## config.mk

```make
export PLATFORM = sky130hd
export DESIGN_NAME = modbus_rtu_response_deframer
export DESIGN_NICKNAME = d
export VERILOG_FILES = /design/src/sv/mrd_pkg.sv /design/src/sv/mrd_front.sv /design/src/sv/mrd_queue.sv /design/src/sv/mrd_back.sv /design/src/sv/modbus_rtu_response_deframer.sv
export SDC_FILE = /design/constraint.sdc
export NUM_CORES = 1
export LEC_CHECK = 0
export ABC_AREA = 0
export ABC_CLOCK_PERIOD_IN_PS = 3900
export BUFFER_PORTS_ARGS = -buffer_cell sky130_fd_sc_hd__buf_2
export CAP_MARGIN = 20
export CELL_PAD_IN_SITES_DETAIL_PLACEMENT = 0
export CELL_PAD_IN_SITES_GLOBAL_PLACEMENT = 1
export CORE_UTILIZATION = 42
export DETAILED_ROUTE_END_ITERATION = 7
export PLACE_DENSITY = 0.79
export SYNTH_ARGS = -nofsm -noshare
export SYNTH_HDL_FRONTEND = slang
export SYNTH_SLANG_ARGS = --single-unit
```

## constraint.sdc

```tcl
create_clock -name clk -period 3.9 [get_ports clk]
set_clock_uncertainty 0.1 [all_clocks]
set_input_delay 0.585 -clock clk [delete_from_list [all_inputs] [get_ports clk]]
set_output_delay 0.585 -clock clk [all_outputs]
set_load 0.05 [all_outputs]
```

## src/sv/mrd_pkg.sv

```systemverilog
package mrd_pkg;

  localparam int unsigned ReqTypeWidth = 2;
  localparam int unsigned ByteWidth    = 8;
  localparam int unsigned CapWidth     = 9;
  localparam int unsigned StatusWidth  = 3;
  localparam int unsigned CrcWidth     = 16;

  localparam logic [ReqTypeWidth-1:0] REQ_BYTE    = 2'd0;
  localparam logic [ReqTypeWidth-1:0] REQ_TIMEOUT = 2'd1;
  localparam logic [ReqTypeWidth-1:0] REQ_ARM     = 2'd2;

  localparam logic [StatusWidth-1:0] ST_OK        = 3'd0;
  localparam logic [StatusWidth-1:0] ST_CRC       = 3'd1;
  localparam logic [StatusWidth-1:0] ST_EXCEPTION = 3'd2;
  localparam logic [StatusWidth-1:0] ST_NO_RESP   = 3'd3;
  localparam logic [StatusWidth-1:0] ST_INCOMPL   = 3'd4;
  localparam logic [StatusWidth-1:0] ST_TOO_LONG  = 3'd5;
  localparam logic [StatusWidth-1:0] ST_UNKNOWN   = 3'd6;

  localparam logic [CrcWidth-1:0]  CRC_INIT = 16'hFFFF;
  localparam logic [CrcWidth-1:0]  CRC_POLY = 16'hA001;

  localparam logic [ByteWidth-1:0] FC_EXC_BIT    = 8'h80;
  localparam logic [ByteWidth-1:0] FC_READ_COILS = 8'h01;
  localparam logic [ByteWidth-1:0] FC_READ_INPUT = 8'h04;
  localparam logic [ByteWidth-1:0] FC_WRITE_COIL = 8'h05;
  localparam logic [ByteWidth-1:0] FC_WRITE_REG  = 8'h06;
  localparam logic [ByteWidth-1:0] FC_WRITE_MULT = 8'h10;

  localparam logic [CapWidth-1:0] WRITE_PDU_LEN = 9'd5;
  localparam logic [CapWidth-1:0] ECHO_LEN      = 9'd4;

  typedef enum logic [1:0] {
    EV_BYTE,
    EV_TIMEOUT,
    EV_ARM
  } ev_kind_t;

  typedef struct packed {
    ev_kind_t             kind;
    logic [ByteWidth-1:0] data;
  } event_t;

  typedef struct packed {
    logic valid;
    logic full;
  } q_stat_t;

  function automatic logic [CrcWidth-1:0] crc_byte(input logic [CrcWidth-1:0] crc_in,
                                                    input logic [ByteWidth-1:0] b);
    logic [CrcWidth-1:0] c;
    c = crc_in ^ {8'h00, b};
    for (int i = 0; i < 8; i++) begin
      if (c[0]) c = (c >> 1) ^ CRC_POLY;
      else c = c >> 1;
    end
    return c;
  endfunction

endpackage

```

## src/sv/mrd_front.sv

```systemverilog
module mrd_front
  import mrd_pkg::*;
(
  input  logic [ReqTypeWidth-1:0] req_type,
  input  logic [ByteWidth-1:0]    rx_byte,
  input  logic                    req_valid,
  output logic                    push,
  output event_t                  ev
);

  // unknown request types are dropped here
  always_comb begin
    ev.data = rx_byte;
    ev.kind = EV_BYTE;
    push    = 1'b0;
    case (req_type)
      REQ_BYTE: begin
        ev.kind = EV_BYTE;
        push    = req_valid;
      end
      REQ_TIMEOUT: begin
        ev.kind = EV_TIMEOUT;
        push    = req_valid;
      end
      REQ_ARM: begin
        ev.kind = EV_ARM;
        push    = req_valid;
      end
      default: begin
        ev.kind = EV_BYTE;
        push    = 1'b0;
      end
    endcase
  end

endmodule

```

## src/sv/mrd_queue.sv

```systemverilog
module mrd_queue
  import mrd_pkg::*;
#(
  parameter int unsigned DEPTH = 2
) (
  input  logic    clk,
  input  logic    rst_n,
  input  logic    push,
  input  event_t  push_ev,
  input  logic    pop,
  output event_t  head_ev,
  output q_stat_t stat
);

  localparam int unsigned PtrWidth = (DEPTH > 1) ? $clog2(DEPTH) : 1;
  localparam int unsigned CntWidth = $clog2(DEPTH + 1);
  localparam logic [PtrWidth-1:0] LastPtr = PtrWidth'(DEPTH - 1);
  localparam logic [CntWidth-1:0] FullCnt = CntWidth'(DEPTH);

  event_t                mem_r [DEPTH];
  logic [PtrWidth-1:0]   wr_ptr_r, wr_ptr_nxt;
  logic [PtrWidth-1:0]   rd_ptr_r, rd_ptr_nxt;
  logic [CntWidth-1:0]   count_r, count_nxt;
  logic                  do_push, do_pop;

  assign stat.valid = (count_r != '0);
  assign stat.full  = (count_r == FullCnt);
  assign head_ev    = mem_r[rd_ptr_r];
  assign do_push    = push && !stat.full;
  assign do_pop     = pop && stat.valid;

  always_comb begin
    wr_ptr_nxt = wr_ptr_r;
    rd_ptr_nxt = rd_ptr_r;
    count_nxt  = count_r;
    if (do_push) wr_ptr_nxt = (wr_ptr_r == LastPtr) ? '0 : wr_ptr_r + 1'b1;
    if (do_pop) rd_ptr_nxt = (rd_ptr_r == LastPtr) ? '0 : rd_ptr_r + 1'b1;
    if (do_push && !do_pop) count_nxt = count_r + 1'b1;
    else if (!do_push && do_pop) count_nxt = count_r - 1'b1;
  end

  always_ff @(posedge clk) begin
    if (!rst_n) begin
      wr_ptr_r <= '0;
      rd_ptr_r <= '0;
      count_r  <= '0;
    end else begin
      wr_ptr_r <= wr_ptr_nxt;
      rd_ptr_r <= rd_ptr_nxt;
      count_r  <= count_nxt;
    end
  end

  always_ff @(posedge clk) begin
    if (do_push) mem_r[wr_ptr_r] <= push_ev;
  end

endmodule

```

## src/sv/mrd_back.sv

```systemverilog
module mrd_back
  import mrd_pkg::*;
(
  input  logic                   clk,
  input  logic                   rst_n,
  input  logic [CapWidth-1:0]    capacity,
  input  q_stat_t                q_stat,
  input  event_t                 head_ev,
  output logic                   pop,
  input  logic                   out_ready,
  output logic                   out_valid,
  output logic                   out_last,
  output logic [ByteWidth-1:0]   out_byte,
  output logic [StatusWidth-1:0] out_status,
  output logic [ByteWidth-1:0]   out_exc
);

  localparam logic [2:0] PH_IDLE   = 3'd0;
  localparam logic [2:0] PH_ADDR   = 3'd1;
  localparam logic [2:0] PH_FUNC   = 3'd2;
  localparam logic [2:0] PH_COUNT  = 3'd3;
  localparam logic [2:0] PH_DATA   = 3'd4;
  localparam logic [2:0] PH_EXC    = 3'd5;
  localparam logic [2:0] PH_CRC_LO = 3'd6;
  localparam logic [2:0] PH_CRC_HI = 3'd7;

  logic [2:0]             phase_r, phase_nxt;
  logic [CrcWidth-1:0]    crc_r, crc_nxt;
  logic [CrcWidth-1:0]    crc_end_r, crc_end_nxt;
  logic [ByteWidth-1:0]   func_r, func_nxt;
  logic [CapWidth-1:0]    left_r, left_nxt;
  logic [ByteWidth-1:0]   crc_lo_r, crc_lo_nxt;
  logic [ByteWidth-1:0]   exc_r, exc_nxt;

  logic                   out_valid_r, out_valid_nxt;
  logic                   out_last_r, out_last_nxt;
  logic [ByteWidth-1:0]   out_byte_r, out_byte_nxt;
  logic [StatusWidth-1:0] out_status_r, out_status_nxt;
  logic [ByteWidth-1:0]   out_exc_r, out_exc_nxt;

  logic                   emit, emit_last;
  logic [ByteWidth-1:0]   emit_byte;
  logic [StatusWidth-1:0] emit_status;
  logic [ByteWidth-1:0]   emit_exc;
  logic [CrcWidth-1:0]    crc_upd;
  logic [CapWidth-1:0]    left_dec;
  logic                   is_write_fc;
  logic [ByteWidth-1:0]   b;

  assign pop         = q_stat.valid && (!out_valid_r || out_ready);
  assign b           = head_ev.data;
  assign crc_upd     = crc_byte(crc_r, b);
  assign left_dec    = (left_r != '0) ? left_r - 1'b1 : left_r;
  assign is_write_fc = (func_r == FC_WRITE_COIL) || (func_r == FC_WRITE_REG) ||
                       (func_r == FC_WRITE_MULT);

  always_comb begin
    phase_nxt   = phase_r;
    crc_nxt     = crc_r;
    crc_end_nxt = crc_end_r;
    func_nxt    = func_r;
    left_nxt    = left_r;
    crc_lo_nxt  = crc_lo_r;
    exc_nxt     = exc_r;
    emit        = 1'b0;
    emit_last   = 1'b0;
    emit_byte   = '0;
    emit_status = ST_OK;
    emit_exc    = '0;
    if (pop) begin
      if (head_ev.kind == EV_ARM) begin
        phase_nxt = PH_ADDR;
        crc_nxt   = CRC_INIT;
        left_nxt  = '0;
      end else if (phase_r == PH_IDLE) begin
        phase_nxt = PH_IDLE;
      end else if (head_ev.kind == EV_TIMEOUT) begin
        emit        = 1'b1;
        emit_last   = 1'b1;
        emit_status = (phase_r == PH_ADDR || phase_r == PH_FUNC) ? ST_NO_RESP : ST_INCOMPL;
        phase_nxt   = PH_IDLE;
      end else begin
        case (phase_r)
          PH_ADDR: begin
            crc_nxt   = crc_upd;
            phase_nxt = PH_FUNC;
          end
          PH_FUNC: begin
            crc_nxt  = crc_upd;
            func_nxt = b;
            if ((b & FC_EXC_BIT) != '0) begin
              phase_nxt = PH_EXC;
            end else if (b >= FC_READ_COILS && b <= FC_READ_INPUT) begin
              phase_nxt = PH_COUNT;
              emit      = 1'b1;
              emit_byte = b;
            end else if (b == FC_WRITE_COIL || b == FC_WRITE_REG || b == FC_WRITE_MULT) begin
              left_nxt  = ECHO_LEN;
              phase_nxt = PH_DATA;
              emit      = 1'b1;
              emit_byte = b;
            end else begin
              emit        = 1'b1;
              emit_last   = 1'b1;
              emit_status = ST_UNKNOWN;
              phase_nxt   = PH_IDLE;
            end
          end
          PH_COUNT: begin
            crc_nxt = crc_upd;
            if ({2'b00, b} + 10'd2 > {1'b0, capacity}) begin
              emit        = 1'b1;
              emit_last   = 1'b1;
              emit_status = ST_TOO_LONG;
              phase_nxt   = PH_IDLE;
            end else begin
              left_nxt  = {1'b0, b};
              emit      = 1'b1;
              emit_byte = b;
              if (b == '0) begin
                crc_end_nxt = crc_upd;
                phase_nxt   = PH_CRC_LO;
              end else begin
                phase_nxt = PH_DATA;
              end
            end
          end
          PH_DATA: begin
            crc_nxt   = crc_upd;
            left_nxt  = left_dec;
            emit      = 1'b1;
            emit_byte = b;
            if (left_dec == '0) begin
              crc_end_nxt = crc_upd;
              phase_nxt   = PH_CRC_LO;
            end
          end
          PH_EXC: begin
            crc_nxt     = crc_upd;
            exc_nxt     = b;
            crc_end_nxt = crc_upd;
            phase_nxt   = PH_CRC_LO;
          end
          PH_CRC_LO: begin
            crc_lo_nxt = b;
            phase_nxt  = PH_CRC_HI;
          end
          PH_CRC_HI: begin
            emit      = 1'b1;
            emit_last = 1'b1;
            phase_nxt = PH_IDLE;
            if ({b, crc_lo_r} != crc_end_r) begin
              emit_status = ST_CRC;
            end else if ((func_r & FC_EXC_BIT) != '0) begin
              emit_status = ST_EXCEPTION;
              emit_exc    = exc_r;
            end else if (is_write_fc && capacity < WRITE_PDU_LEN) begin
              emit_status = ST_TOO_LONG;
            end else begin
              emit_status = ST_OK;
            end
          end
          default: begin
            phase_nxt = PH_IDLE;
          end
        endcase
      end
    end
  end

  always_comb begin
    out_valid_nxt  = out_valid_r && !out_ready;
    out_last_nxt   = out_last_r;
    out_byte_nxt   = out_byte_r;
    out_status_nxt = out_status_r;
    out_exc_nxt    = out_exc_r;
    if (pop && emit) begin
      out_valid_nxt  = 1'b1;
      out_last_nxt   = emit_last;
      out_byte_nxt   = emit_byte;
      out_status_nxt = emit_status;
      out_exc_nxt    = emit_exc;
    end
  end

  always_ff @(posedge clk) begin
    if (!rst_n) begin
      phase_r     <= PH_IDLE;
      crc_r       <= CRC_INIT;
      crc_end_r   <= CRC_INIT;
      func_r      <= '0;
      left_r      <= '0;
      crc_lo_r    <= '0;
      exc_r       <= '0;
      out_valid_r <= 1'b0;
    end else begin
      phase_r     <= phase_nxt;
      crc_r       <= crc_nxt;
      crc_end_r   <= crc_end_nxt;
      func_r      <= func_nxt;
      left_r      <= left_nxt;
      crc_lo_r    <= crc_lo_nxt;
      exc_r       <= exc_nxt;
      out_valid_r <= out_valid_nxt;
    end
  end

  always_ff @(posedge clk) begin
    out_last_r   <= out_last_nxt;
    out_byte_r   <= out_byte_nxt;
    out_status_r <= out_status_nxt;
    out_exc_r    <= out_exc_nxt;
  end

  assign out_valid  = out_valid_r;
  assign out_last   = out_last_r;
  assign out_byte   = out_byte_r;
  assign out_status = out_status_r;
  assign out_exc    = out_exc_r;

endmodule

```

## src/sv/modbus_rtu_response_deframer.sv

```systemverilog
// Modbus RTU response deframer, master side.
// Input stream: one request per event. in_tuser gives the kind (0 received byte,
// 1 receive timeout, 2 arm after a request was sent), in_tdata the received byte.
// Output stream: PDU bytes of a normal frame leave as they arrive, then one status
// result with out_tlast high closes the frame (ok, crc error, exception, no
// response, incomplete, too long, unknown function). Drop the PDU unless ok.
// cfg_we/cfg_wdata write the response capacity (largest PDU length), reset 256;
// write it only while the block is idle.
// Throughput: one request per cycle while in_tready is high. A result passes the
// queue stage, then the output register, before it is valid; the byte-wide CRC
// update and parse step in the back end lies combinationally between them.
// Reset leaves the block disarmed with an empty queue and no result pending.
// When the receiver stalls the result holds in the output register, the back end
// stops, the event queue fills, and in_tready falls once QUEUE_DEPTH requests wait.
module modbus_rtu_response_deframer
  import mrd_pkg::*;
#(
  parameter int unsigned QUEUE_DEPTH = 2
) (
  input  logic        clk,
  input  logic        rst_n,
  input  logic        in_tvalid,
  output logic        in_tready,
  input  logic [7:0]  in_tdata,   // rx_byte
  input  logic [1:0]  in_tuser,   // req_type
  output logic        out_tvalid,
  input  logic        out_tready,
  output logic [23:0] out_tdata,  // pdu_byte, frame_status, slave_exc, zero pad
  output logic        out_tlast,  // frame_end
  input  logic        cfg_we,
  input  logic [8:0]  cfg_wdata
);

  logic [CapWidth-1:0]    capacity_r;
  logic                   f_push, q_push, q_pop;
  event_t                 f_ev, head_ev;
  q_stat_t                q_stat;
  logic [ByteWidth-1:0]   o_byte, o_exc;
  logic [StatusWidth-1:0] o_status;

  always_ff @(posedge clk) begin
    if (!rst_n) capacity_r <= 9'd256;
    else if (cfg_we) capacity_r <= cfg_wdata;
  end

  assign in_tready = !q_stat.full;
  assign q_push    = f_push && in_tready;

  mrd_front u_front (
    .req_type  (in_tuser),
    .rx_byte   (in_tdata),
    .req_valid (in_tvalid),
    .push      (f_push),
    .ev        (f_ev)
  );

  mrd_queue #(
    .DEPTH (QUEUE_DEPTH)
  ) u_queue (
    .clk     (clk),
    .rst_n   (rst_n),
    .push    (q_push),
    .push_ev (f_ev),
    .pop     (q_pop),
    .head_ev (head_ev),
    .stat    (q_stat)
  );

  mrd_back u_back (
    .clk        (clk),
    .rst_n      (rst_n),
    .capacity   (capacity_r),
    .q_stat     (q_stat),
    .head_ev    (head_ev),
    .pop        (q_pop),
    .out_ready  (out_tready),
    .out_valid  (out_tvalid),
    .out_last   (out_tlast),
    .out_byte   (o_byte),
    .out_status (o_status),
    .out_exc    (o_exc)
  );

  assign out_tdata = {5'b00000, o_exc, o_status, o_byte};

  a_reset_clears_out: assert property (@(posedge clk) !rst_n |=> !out_tvalid)
    else $error("result pending after reset");

  a_status_no_byte: assert property (@(posedge clk) disable iff (!rst_n)
    out_tvalid && out_tlast |-> out_tdata[7:0] == 8'h00)
    else $error("status result carries a pdu byte");

  a_byte_no_status: assert property (@(posedge clk) disable iff (!rst_n)
    out_tvalid && !out_tlast |-> out_tdata[18:8] == 11'h000)
    else $error("pdu byte result carries status");

  a_exc_only_exception: assert property (@(posedge clk) disable iff (!rst_n)
    out_tvalid && out_tdata[10:8] != ST_EXCEPTION |-> out_tdata[18:11] == 8'h00)
    else $error("exception code outside exception status");

  a_pop_slot_free: assert property (@(posedge clk) disable iff (!rst_n)
    q_pop |-> (!out_tvalid || out_tready))
    else $error("back end advanced over a stalled result");

endmodule
```

==> run metrics <==
status=complete, no violations; met2 wire len=7532 um; largest net degree at the start of global routing=57; FP Rows=44; I/O Buffers=45; Tot GR Track Use=0.2142; worst-path fanout max=16; Antenna Cells=0; M1 wire length=about 7500 um; synth-to-layout area growth=15.99%; layout cells sized above 1=0.1683; count of pins over their slew limit=0; delay-heaviest family, CP=compound AO/OA/AOI/OAI gates; number of synthesis warnings=0; post-layout util=0.5001; final net count=730; flop2flop setup slack=0.40 ns; RSZ-0062 raised after global routing=false; H-tree depth=4; Fill cells=between 1000 and 1500; clock latency on the worst-skew pair=~0.42 ns; Post-Syn Area=~6300 um2; clock sinks=about 120; max_cap viols=0; initial antenna violation count=0; initial drt markers=between 200 and 300; TritonCTS clock tree=done; total number of vias=5089; Crit path depth=12; Crit Path Class=flip-flop to flip-flop; root buf cell=clkbuf_16; DRC=0; deepest clock path buffer count=2; Synth area leaders=dfxtp_1 (26%), edfxtp_1 (19%), xnor2_1 (4.7%); worst relative slew slack=0.3247; peak supply drop=roughly 0.43 mV; required time worst endpoint=3.94 ns; Core Box Area=14590 um2; WL per Instance=about 18 um; reg2reg path depth=12; Final period util=0.8971; f_max=between 200 and 300 MHz; Die Area=between 15000 and 20000 um2; Fin. Hold Viols=0; setup TNS=0 ns; final worst path period need=roughly 3.5 ns; first-pass GRT wire length=between 20000 and 30000 um; Post-synth top cells=dfxtp_1 (83), nand2_1 (51), o21ai_0 (41); slowest CP cell=dfxtp_2; pwr/cell area=~640 nW/um2; gr ovfl total=0; Die Ht=~120 um; hold depth=1; Worst EP arrival=between 3 and 4 ns; IO Count=51; Cell Chain, Critical Path=mux2i_1 > inv_1 > ha_1 > nand3b_1 > xnor2_1 > ha_1 > nand4_1 > a21o_1 > a31o_2 > a21o_1 > a21oi_1 > nor3_1; Seq cells post-synth=123; 1st-pass router iterations=5; Post-synth EDFFs=40; die width=124.4 um; Post-Syn Instances=approximately 650; critical path endpoint category=flip-flop; dominant cell type by area after synthesis=dfxtp_1; initial core utilization=0.4311; crit path buf inv count=1; Critical Path Source Type=flip-flop; Detailed Route WL=around 16000 um; post-synthesis sequential area ratio=0.4551; measured slew at the worst slew-check pin=between 1 and 1.5 ns; gpl congestion=0.8901; ys flop type=dfxtp_1; CTS buffer count=17; number of nets still failing antenna checks after routing=0; vias per cell=about 5.7; CP peak stage delay=0.54 ns; post-DP HPWL=~12000 um; Hold Buf Count CTS=0; CTS clk-pin slew, worst paths=~0.060 ns; Leakage=approximately 2.9 nW; ys async rst share=0; top-count cell post-synth=dfxtp_1; Synth cell types=79; final setup violating endpoints=0; Mean Syn Cell Area=9.691 um2; Worst Hold Class=input pin to flip-flop; DR WL met3=848 um; share of Yosys cell area claimed by the top area cell type=0.2642; uppermost layer routed=met4; vias in the first global route=4926
==> timing repair <==
action,in CTS,in global routing
setup buffers,0,0
endpoints found under the setup margin,0,7
hold endpoints to repair,0,0
resized for setup,0,1
==> metrics by stage <==
step | hold slack [ns] | instances | setup WS [ns] | total power [mW] | instance area (um2)
6_report | 0.2618 | 891 | 0.4015 | 4.646 | 7296
3_3_place_gp | 0.3735 | 858 | 0.3670 | 3.036 | 6688
4_1_cts | 0.2432 | 890 | 0.2275 | 4.645 | 7287
5_1_grt | 0.2540 | 891 | 0.1606 | 4.840 | 7296
2_1_floorplan | 0.3639 | 653 | 0.1873 | 2.680 | 6305
3_5_place_dp | 0.3851 | 858 | 0.2475 | 3.053 | 6688
==> area by class of cell <==
class                           instances  area (um2)  share of cell area
Multi-Input combinational cell        461        3137              0.4299
Sequential cell                       123        2864              0.3926
Clock buffer                           20       456.7             0.06260
Timing Repair Buffer                   63       360.3             0.04939
Tap cell                              184       230.2             0.03156
Clock inverter                         12       142.6             0.01955
Inverter                               28       105.1             0.01441
==> power breakdown <==
group | internal, mW | leakage, nW | switching [mW]
clock network | 1.03 | 0.296 | 0.554
logic | 0.550 | 1.59 | 0.949
registers | 1.45 | 1.05 | 0.113
==> layer usage <==
metal  vias to the layer above  GRT usage
met5                         -          0
met4                         0    0.09922
met3                        29    0.04081
met2                       176     0.3383
met1                      2430     0.2825
li1                       2454          -
==> placed cells by master (no fill, tap or decap), types with 7 or more instances in the layout <==
| cell type | instances |
|---|---|
| dfxtp_1 | 82 |
| nand2_1 | 51 |
| buf_2 | 45 |
| o21ai_0 | 41 |
| edfxtp_1 | 40 |
| nand3_1 | 37 |
| nor2_1 | 37 |
| nor3_1 | 34 |
| xnor2_1 | 34 |
| inv_1 | 27 |
| o211a_1 | 25 |
| buf_4 | 18 |
| a21oi_1 | 17 |
| clkbuf_16 | 17 |
| mux2i_1 | 14 |
| nor2b_1 | 14 |
| and2_1 | 14 |
| o22ai_1 | 13 |
| ha_1 | 12 |
| xor2_1 | 7 |
| nand4_1 | 7 |
==> flip-flops by register name, indices dropped and copies added, names as in the netlist, named ones only <==
name and cells:
u_back.out_byte 8, u_back.out_valid 1, u_back.out_last 1, u_back.out_status 3, u_queue.wr_ptr_r 1, u_back.left_r 9, u_queue.count_r 2, u_back.crc_end_r 16
u_back.out_exc 8, u_back.phase_r 3, capacity_r 9, u_back.crc_lo_r 8, u_back.exc_r 8, u_back.func_r 8, u_queue.mem_r 20, u_queue.rd_ptr_r 1
u_back.crc_r 16
==> path summary, 6_finish.rpt <==
| kind | startpoint | endpoint |
|---|---|---|
| max | flip-flop | u_back.out_byte[1]$_SDFFCE_PP0P_ |
| min | in_tdata[6] | u_queue.mem_r[1][6]$_DFFE_PP_ |
| max reg2reg | flip-flop | u_back.out_byte[1]$_SDFFCE_PP0P_ |
| min reg2reg | u_back.exc_r[4]$_SDFFE_PN0P_ | u_back.exc_r[4]$_SDFFE_PN0P_ |
==> logic make-up (layout without fill, tap and decap cells) <==
kind of cell	Yosys count	in the layout	share of synthesized area
DFF	123	123	0.4551
other	1	5	0.0005962
xor gates and xnor gates	48	48	0.07758
and+or+nand+nor	225	225	0.1832
adders and majority gates	12	12	0.02387
buffers and inverters	69	123	0.05132
muxes	20	20	0.03700
AOI/OAI and AO/OA	151	151	0.1713
==> worst reg2reg max path, stage by stage, from the launching register on <==
cell and delay [ns]:
dfxtp_2 0.54, mux2i_1 0.32, inv_1 0.15, ha_1 0.27, nand3b_1 0.12, xnor2_1 0.08, ha_1 0.30, nand4_1 0.13
a21o_1 0.18, a31o_2 0.31, a21o_1 0.20, a21oi_1 0.44, nor3_1 0.10
Note: power is estimated with default switching activity, not from simulation.
